`src/design/word_numeronym_abbreviator_defines.svh`:
```
// assertion macros shared by the word numeronym abbreviator modules
`ifndef WORD_NUMERONYM_ABBREVIATOR_DEFINES_SVH
`define WORD_NUMERONYM_ABBREVIATOR_DEFINES_SVH

// condition holds at every clock edge out of reset
`define WNA_ASSERT_ALWAYS(label, cond, msg) \
    label: assert property (@(posedge clk) disable iff (!rst_n) (cond)) \
        else $error(msg);

// consequent holds in the same cycle as the antecedent
`define WNA_ASSERT_SAME(label, ante, cons, msg) \
    label: assert property (@(posedge clk) disable iff (!rst_n) (ante) |-> (cons)) \
        else $error(msg);

// consequent holds in the cycle after the antecedent
`define WNA_ASSERT_NEXT(label, ante, cons, msg) \
    label: assert property (@(posedge clk) disable iff (!rst_n) (ante) |=> (cons)) \
        else $error(msg);

`endif

```
`src/design/wna_pkg.sv`:
```
// shared types, constants and the delimiter classifier
`timescale 1ns / 1ps

package wna_pkg;

    localparam int CHAR_W      = 8;
    localparam int LENGTH_BITS = 16;
    localparam int MAX_RESULTS = 8;
    localparam int DIGITS      = 5;
    localparam int DIGIT_IDX_W = $clog2(DIGITS + 1);
    localparam int CNT_W       = $clog2(MAX_RESULTS + 1);

    localparam longint unsigned DIGIT_CAP = 64'd100001;
    localparam longint unsigned LEN_FULL  = (64'd1 << LENGTH_BITS) - 64'd1;
    localparam longint unsigned LEN_MAX   = (LEN_FULL > DIGIT_CAP) ? DIGIT_CAP : LEN_FULL;

    typedef logic [CHAR_W-1:0]                   char_t;
    typedef logic [LENGTH_BITS-1:0]              len_t;
    typedef logic [3:0]                          digit_t;
    typedef logic [DIGITS-1:0][3:0]              bcd_t;
    typedef logic [DIGIT_IDX_W-1:0]              dcnt_t;
    typedef logic [CNT_W-1:0]                    cnt_t;
    typedef logic [MAX_RESULTS-1:0][CHAR_W-1:0]  char_row_t;

    localparam len_t   LEN_MAX_V  = len_t'(LEN_MAX);
    localparam len_t   LEN_SHORT  = len_t'(2);
    localparam digit_t DIGIT_NINE = 4'd9;
    localparam char_t  ASCII_ZERO = 8'h30;

    // one flushed word plus its delimiter, oldest byte in slot 0
    typedef struct packed {
        char_row_t bytes;
        cnt_t      count;
    } rec_t;

    function automatic logic is_delim(input char_t c);
        logic d;
        d = (c == 8'h20) || (c == 8'h0A)
            || (c >= 8'h21 && c <= 8'h2F)
            || (c >= 8'h3A && c <= 8'h40)
            || (c >= 8'h5B && c <= 8'h60)
            || (c >= 8'h7B && c <= 8'h7E);
        return d;
    endfunction

endpackage

```
`src/design/wna_word_tracker.sv`:
```
// input register, word state with decimal length counter, flush record build
`timescale 1ns / 1ps
`include "word_numeronym_abbreviator_defines.svh"

module wna_word_tracker (
    input  logic            clk,
    input  logic            rst_n,
    input  logic            in_valid,
    output logic            in_ready,
    input  wna_pkg::char_t  char_in,
    output logic            rec_valid,
    input  logic            rec_ready,
    output wna_pkg::rec_t   rec
);

    logic            in_valid_reg, in_valid_next;
    wna_pkg::char_t  in_char_reg, in_char_next;
    wna_pkg::len_t   length_reg, length_next;
    wna_pkg::bcd_t   bcd_reg, bcd_next;
    wna_pkg::char_t  first_reg, first_next;
    wna_pkg::char_t  latest_reg, latest_next;

    logic            delim;
    logic            take;
    logic            saturated;
    logic            carry;
    wna_pkg::bcd_t   bcd_inc;
    wna_pkg::dcnt_t  ndig;
    wna_pkg::dcnt_t  didx;

    assign delim     = wna_pkg::is_delim(in_char_reg);
    assign take      = in_valid_reg && (!delim || rec_ready);
    assign in_ready  = !in_valid_reg || take;
    assign rec_valid = in_valid_reg && delim;
    assign saturated = (length_reg == wna_pkg::LEN_MAX_V);

    // decimal increment of length minus two
    always_comb
    begin
        carry = 1'b1;
        for (int i = 0; i < wna_pkg::DIGITS; i++)
        begin
            if (carry && bcd_reg[i] == wna_pkg::DIGIT_NINE)
            begin
                bcd_inc[i] = 4'd0;
            end
            else if (carry)
            begin
                bcd_inc[i] = bcd_reg[i] + 4'd1;
                carry = 1'b0;
            end
            else
            begin
                bcd_inc[i] = bcd_reg[i];
            end
        end
    end

    // significant digit count
    always_comb
    begin
        ndig = '0;
        for (int i = 0; i < wna_pkg::DIGITS; i++)
        begin
            if (bcd_reg[i] != 4'd0)
            begin
                ndig = wna_pkg::dcnt_t'(i + 1);
            end
        end
    end

    // flush record
    always_comb
    begin
        rec.bytes = '0;
        didx = '0;
        if (length_reg == '0)
        begin
            rec.count    = wna_pkg::cnt_t'(1);
            rec.bytes[0] = in_char_reg;
        end
        else if (length_reg == wna_pkg::len_t'(1))
        begin
            rec.count    = wna_pkg::cnt_t'(2);
            rec.bytes[0] = first_reg;
            rec.bytes[1] = in_char_reg;
        end
        else if (length_reg == wna_pkg::LEN_SHORT)
        begin
            rec.count    = wna_pkg::cnt_t'(3);
            rec.bytes[0] = first_reg;
            rec.bytes[1] = latest_reg;
            rec.bytes[2] = in_char_reg;
        end
        else
        begin
            rec.count = wna_pkg::cnt_t'(ndig) + wna_pkg::cnt_t'(3);
            for (int k = 0; k < wna_pkg::MAX_RESULTS; k++)
            begin
                didx = ndig - wna_pkg::dcnt_t'(k);
                if (k == 0)
                begin
                    rec.bytes[k] = first_reg;
                end
                else if (k <= int'(ndig))
                begin
                    rec.bytes[k] = wna_pkg::ASCII_ZERO | {4'd0, bcd_reg[didx]};
                end
                else if (k == int'(ndig) + 1)
                begin
                    rec.bytes[k] = latest_reg;
                end
                else if (k == int'(ndig) + 2)
                begin
                    rec.bytes[k] = in_char_reg;
                end
                else
                begin
                    rec.bytes[k] = '0;
                end
            end
        end
    end

    always_comb
    begin
        in_valid_next = in_valid_reg;
        in_char_next  = in_char_reg;
        length_next   = length_reg;
        bcd_next      = bcd_reg;
        first_next    = first_reg;
        latest_next   = latest_reg;

        if (in_ready)
        begin
            in_valid_next = in_valid;
            if (in_valid)
            begin
                in_char_next = char_in;
            end
        end

        if (take && !delim)
        begin
            if (length_reg == '0)
            begin
                first_next = in_char_reg;
            end
            latest_next = in_char_reg;
            if (!saturated)
            begin
                length_next = length_reg + wna_pkg::len_t'(1);
                if (length_reg >= wna_pkg::LEN_SHORT)
                begin
                    bcd_next = bcd_inc;
                end
            end
        end
        else if (take)
        begin
            length_next = '0;
            bcd_next    = '0;
            first_next  = '0;
            latest_next = '0;
        end
    end

    always_ff @(posedge clk or negedge rst_n)
    begin
        if (!rst_n)
        begin
            in_valid_reg <= 1'b0;
            in_char_reg  <= '0;
            length_reg   <= '0;
            bcd_reg      <= '0;
            first_reg    <= '0;
            latest_reg   <= '0;
        end
        else
        begin
            in_valid_reg <= in_valid_next;
            in_char_reg  <= in_char_next;
            length_reg   <= length_next;
            bcd_reg      <= bcd_next;
            first_reg    <= first_next;
            latest_reg   <= latest_next;
        end
    end

    `WNA_ASSERT_ALWAYS(a_len_cap, length_reg <= wna_pkg::LEN_MAX_V, "word length above cap")
    `WNA_ASSERT_SAME(a_bcd_short, length_reg <= wna_pkg::LEN_SHORT, bcd_reg == '0, "digits on short word")
    `WNA_ASSERT_NEXT(a_delim_held, rec_valid && !rec_ready, in_valid_reg && $stable(in_char_reg), "stalled delimiter lost")

endmodule

```
`src/design/wna_emitter.sv`:
```
// record buffer that shifts bytes out through the result register
`timescale 1ns / 1ps
`include "word_numeronym_abbreviator_defines.svh"

module wna_emitter (
    input  logic            clk,
    input  logic            rst_n,
    input  logic            rec_valid,
    output logic            rec_ready,
    input  wna_pkg::rec_t   rec,
    output logic            out_valid,
    input  logic            out_ready,
    output wna_pkg::char_t  char_out,
    output logic            last_of_run
);

    wna_pkg::char_row_t  buf_reg, buf_next;
    wna_pkg::cnt_t       rem_reg, rem_next;
    logic                out_valid_reg, out_valid_next;
    wna_pkg::char_t      char_reg, char_next;
    logic                last_reg, last_next;
    logic                out_load;

    assign out_load  = (rem_reg != '0) && (!out_valid_reg || out_ready);
    assign rec_ready = (rem_reg == '0) || (rem_reg == wna_pkg::cnt_t'(1) && out_load);

    always_comb
    begin
        buf_next       = buf_reg;
        rem_next       = rem_reg;
        out_valid_next = out_valid_reg;
        char_next      = char_reg;
        last_next      = last_reg;

        if (out_load)
        begin
            char_next      = buf_reg[0];
            last_next      = (rem_reg == wna_pkg::cnt_t'(1));
            out_valid_next = 1'b1;
            buf_next       = buf_reg >> wna_pkg::CHAR_W;
            rem_next       = rem_reg - wna_pkg::cnt_t'(1);
        end
        else if (out_ready)
        begin
            out_valid_next = 1'b0;
        end

        if (rec_valid && rec_ready)
        begin
            buf_next = rec.bytes;
            rem_next = rec.count;
        end
    end

    always_ff @(posedge clk or negedge rst_n)
    begin
        if (!rst_n)
        begin
            buf_reg       <= '0;
            rem_reg       <= '0;
            out_valid_reg <= 1'b0;
            char_reg      <= '0;
            last_reg      <= 1'b0;
        end
        else
        begin
            buf_reg       <= buf_next;
            rem_reg       <= rem_next;
            out_valid_reg <= out_valid_next;
            char_reg      <= char_next;
            last_reg      <= last_next;
        end
    end

    assign out_valid   = out_valid_reg;
    assign char_out    = char_reg;
    assign last_of_run = last_reg;

    `WNA_ASSERT_ALWAYS(a_rem_range, rem_reg <= wna_pkg::cnt_t'(wna_pkg::MAX_RESULTS), "byte count overflow")
    `WNA_ASSERT_SAME(a_run_pending, out_valid_reg && !last_reg, rem_reg != '0, "run cut short")
    `WNA_ASSERT_NEXT(a_final_marked, out_load && rem_reg == wna_pkg::cnt_t'(1), out_valid_reg && last_reg, "final byte unmarked")

endmodule

```
`src/design/word_numeronym_abbreviator.sv`:
```
// top level of the word numeronym abbreviator
//
//   channel   signals                               role
//   input     in_valid, in_ready, char_in           one text byte per request
//   output    out_valid, out_ready, char_out,       one result byte per request,
//             last_of_run                           last_of_run on the delimiter
//
// word bytes are taken one per cycle while no stalled delimiter is ahead of them, and produce nothing
// a delimiter loads 1 to 8 result bytes into the byte serializer, which sends them out one by one
// the first result byte passes through the input register, the record buffer and the result register
// length minus two is kept as a decimal counter, so no conversion step is needed
// asynchronous active-low reset clears the word and drops any pending results
`timescale 1ns / 1ps

module word_numeronym_abbreviator (
    input  logic            clk,
    input  logic            rst_n,
    input  logic            in_valid,
    output logic            in_ready,
    input  wna_pkg::char_t  char_in,
    output logic            out_valid,
    input  logic            out_ready,
    output wna_pkg::char_t  char_out,
    output logic            last_of_run
);

    logic           rec_valid;
    logic           rec_ready;
    wna_pkg::rec_t  rec;

    wna_word_tracker u_tracker (
        .clk       (clk),
        .rst_n     (rst_n),
        .in_valid  (in_valid),
        .in_ready  (in_ready),
        .char_in   (char_in),
        .rec_valid (rec_valid),
        .rec_ready (rec_ready),
        .rec       (rec)
    );

    wna_emitter u_emitter (
        .clk         (clk),
        .rst_n       (rst_n),
        .rec_valid   (rec_valid),
        .rec_ready   (rec_ready),
        .rec         (rec),
        .out_valid   (out_valid),
        .out_ready   (out_ready),
        .char_out    (char_out),
        .last_of_run (last_of_run)
    );

endmodule

```
`config.mk`:
```
export PLATFORM = sky130hd
export DESIGN_NAME = word_numeronym_abbreviator
export DESIGN_NICKNAME = d
export VERILOG_FILES = /design/src/design/wna_pkg.sv /design/src/design/wna_word_tracker.sv /design/src/design/wna_emitter.sv /design/src/design/word_numeronym_abbreviator.sv
export VERILOG_INCLUDE_DIRS = /design/src /design/src/design
export SDC_FILE = /design/constraint.sdc
export NUM_CORES = 1
export LEC_CHECK = 0
export CORE_UTILIZATION = 60
export DETAILED_ROUTE_END_ITERATION = 12
export DONT_BUFFER_PORTS = 1
export PLACE_DENSITY = 0.76
export SLEW_MARGIN = 5
export SYNTH_ARGS = -nofsm -noshare
export SYNTH_HDL_FRONTEND = slang
export SYNTH_SLANG_ARGS = --single-unit
```
`constraint.sdc`:
```
create_clock -name clk -period 4.43 [get_ports clk]
set_input_delay 1.1075 -clock clk [delete_from_list [all_inputs] [get_ports clk]]
set_output_delay 1.1075 -clock clk [all_outputs]
set_load 0.01 [all_outputs]
```
==> out/metrics.yaml <==
critical_path_required_ns: 4.77
fin_cells: 1297
start_util_pct: 61.56
viasPerCell: 6.821
yosysTopAreaCellShare_pct: 37.17
synth-main-ff-cell: "dfrtp_1"
largest_register_ffs: 64
coreArea_sq_mm: 0.01520
slowest_stage: "or3b_1"
wire_per_inst_um: 21.53
worst_slew_pin_slew_ns: 1.289
slew_violations: 0
placed_area_sq_mm: 0.009419
area_delta_synth_final_pct: 7.033
synthArstFlopShare_pct: 100.0
cp.arrival_ns: 4.26
outcome: "completed"
synthTopCellsByCount: "nand2_1, dfrtp_1, nor2_1"
path_cells: "inv_1 -> ha_1 -> or3b_1 -> a211oi_1 -> buf_4 -> ha_1 -> o21ai_0 -> nor2_1 -> o21ai_0 -> nor3_1 -> o21ai_0 -> a311oi_1"
cts_buffers: 17
cts_setup_buffers: 0
slew_headroom_pct: 13.36
clockRootBuffer: "clkbuf_16"
drc: 0
busiest_layer: "met2"
final_area_sq_mm: 0.01002
ys_types: 84
finalHoldViolCount: 0
drt.antenna.violating_nets: 0
fmax_mhz: 255.0
io_pins: 23
startpoint: "u_tracker.bcd_reg[12]"
min_path_type: "primary input to async pin"
fin_nets: 1140
ys_ff_latch: 139
cp-start-kind: "flop"
synth_area_per_cell_sq_um: 8.237
cts.path.max_buffers: 2
end_kind: "flop"
synth_warnings: 0
setup_tns_ns: 0
irDropWorstVdd_v: 0.0003680
maxCapViolCount: 0
yosysMostFrequentCell: "nand2_1"
syn_nets: 1180
finalHoldWorstSlack_ns: 0.3668
drive_gt1_share_pct: 8.837
r2r_start: "u_tracker.bcd_reg[12]"
cts_hold_buf: 0
min_period_ns: 3.922
cts_tree: "done"
dp_hpwl_um: 19420
syn_inst: 1136
setup_viol: 0
htree_levels: 4
grt_pass1_vias: 8473
fillers: 1264
rr_worst_depth: 12
critical_path_class: "flop to flop"
synth-edff-count: 0
firstDrtPassIters: 7
fin_skew_ns: 0.008451
crit_top_cell: "o21ai_0"
power_leakage_nw: 4.241
grt_usage_pct: 36.84
grt_pass1_wl_um: 46000
dp.cells: 1265
drt_iter0_drc: 1160
grt_util_met1_pct: 49.90
syn-cell-area_sq_mm: 0.009358
antenna_found_initial: 0
gp_congestion: 0.9767
clk_pin_slew_ns: 0.06
rr_endpoint: "u_emitter.buf_reg[14]"
drt-total-wl_um: 27920
grt_max_degree: 140
die_x_um: 126.9
clkSinkCount: 139
die_h_um: 126.9
power.density_mw_per_mm2: 620.1
synth_top_area_cell: "dfrtp_1"
use_met2_pct: 56.59
power_mw: 6.211
critPathMaxStageDelay_ns: 0.58
cp_max_fo: 15
seq_area_frac_synth_pct: 37.17
die_area_sq_mm: 0.01610
grtUsageMet3_pct: 6.284
vias: 8847
clk_latency_ns: 0.43
grt_overflow: 0
cts_resized: 0
rsz0062_at_grt: "false"
ys_top_cells_by_area: "dfrtp_1, nand2_1, a21oi_1"
io_buffers: 0
diodes: 0
rrSetupSlack_ns: 0.51
fin_crit_sh_pct: 88.53
num_rows: 45
-- per-stage QoR --
stage / util, % / setup WS, ns
detailed placement: 61.96 / 0.6507
global route: 65.88 / 0.2641
floorplan: - / 0.4155
CTS: 65.88 / 0.6126
finish: 65.88 / 0.5080
global placement: 61.96 / 0.6603
-- critical path: cells and delay by family (launching register included) --
kind / cells / cell delay, ns
AND/OR/NAND/NOR: 3 / 1.26
AO/OA/AOI/OAI: 5 / 1.18
adder cells (fa/ha/maj): 2 / 0.64
flip-flops: 1 / 0.41
buffers and inverters: 2 / 0.34
-- per-layer routing --
metal,vias up,part of all wire [%],wire length [um]
met5,-,0,0
met4,0,4.3,1191
met3,107,7.5,2102
met2,470,46,12730
met1,4210,43,11900
li1,4060,-,-
-- where the power goes --
| group | internal (mW) | switching [mW] |
|---|---|---|
| Sequential | 1.73 | 0.566 |
| Clock | 0.857 | 0.603 |
| Combinational | 0.949 | 1.50 |
| Total | 3.54 | 2.67 |
-- area by class of cell --
cell class	instances	area [sq um]	area share (%)
Clock buffer	19	442.9	4.422
Multi-Input combinational cell	879	5383	53.74
Clock inverter	13	153.9	1.537
Inverter	32	120.1	1.199
Sequential cell	139	3478	34.73
Tap cell	188	235.2	2.349
Timing Repair Buffer	27	202.7	2.024
-- cell families after synthesis --
group	after synthesis	share of synthesized area (%)
xor gates and xnor gates	13	1.217
AOI/OAI and AO/OA	354	24.99
DFF	139	37.17
buffers and inverters	118	5.335
and+or+nand+nor	435	22.04
muxes	45	4.974
adders and majority gates	32	4.279
-- layout by cell type, fill, tap and decap left out, types with 5 or more instances in the layout --
cell / Yosys / final
a21oi_1: 91 / 91
or3_1: 6 / 6
nor2_1: 96 / 96
mux2i_1: 33 / 33
inv_6: 0 / 5
a211oi_1: 23 / 23
o211ai_1: 10 / 10
nor3b_1: 5 / 5
o22a_1: 5 / 5
ha_1: 32 / 32
nor4_1: 7 / 7
a211o_1: 6 / 6
nand4_1: 16 / 16
and3_1: 21 / 21
o31ai_1: 9 / 9
clkbuf_16: 0 / 17
nand2_1: 172 / 171
nor3_1: 17 / 17
a22o_1: 8 / 8
buf_4: 2 / 27
xor2_1: 7 / 7
mux2_2: 12 / 12
nand2b_1: 8 / 8
xnor2_1: 6 / 6
o22ai_1: 15 / 15
o21a_1: 5 / 5
a22oi_1: 8 / 8
a221oi_1: 13 / 13
inv_1: 30 / 30
o32ai_1: 5 / 5
o21ai_0: 85 / 85
nand3_1: 49 / 49
a31oi_1: 13 / 13
dfrtp_1: 139 / 139
or3b_1: 5 / 5
and2_1: 9 / 9
-- how the worst max path moves through the flow --
stage | to | slack, ns
2_1_floorplan | u_emitter.buf_reg[11] | 0.42
3_3_place_gp | u_emitter.buf_reg[10] | 0.66
3_5_place_dp | u_emitter.buf_reg[14] | 0.65
4_1_cts | in_ready | 0.61
5_1_grt | u_emitter.buf_reg[14] | 0.26
6_report | u_emitter.buf_reg[14] | 0.51
Note: power is estimated with default switching activity, not from simulation.
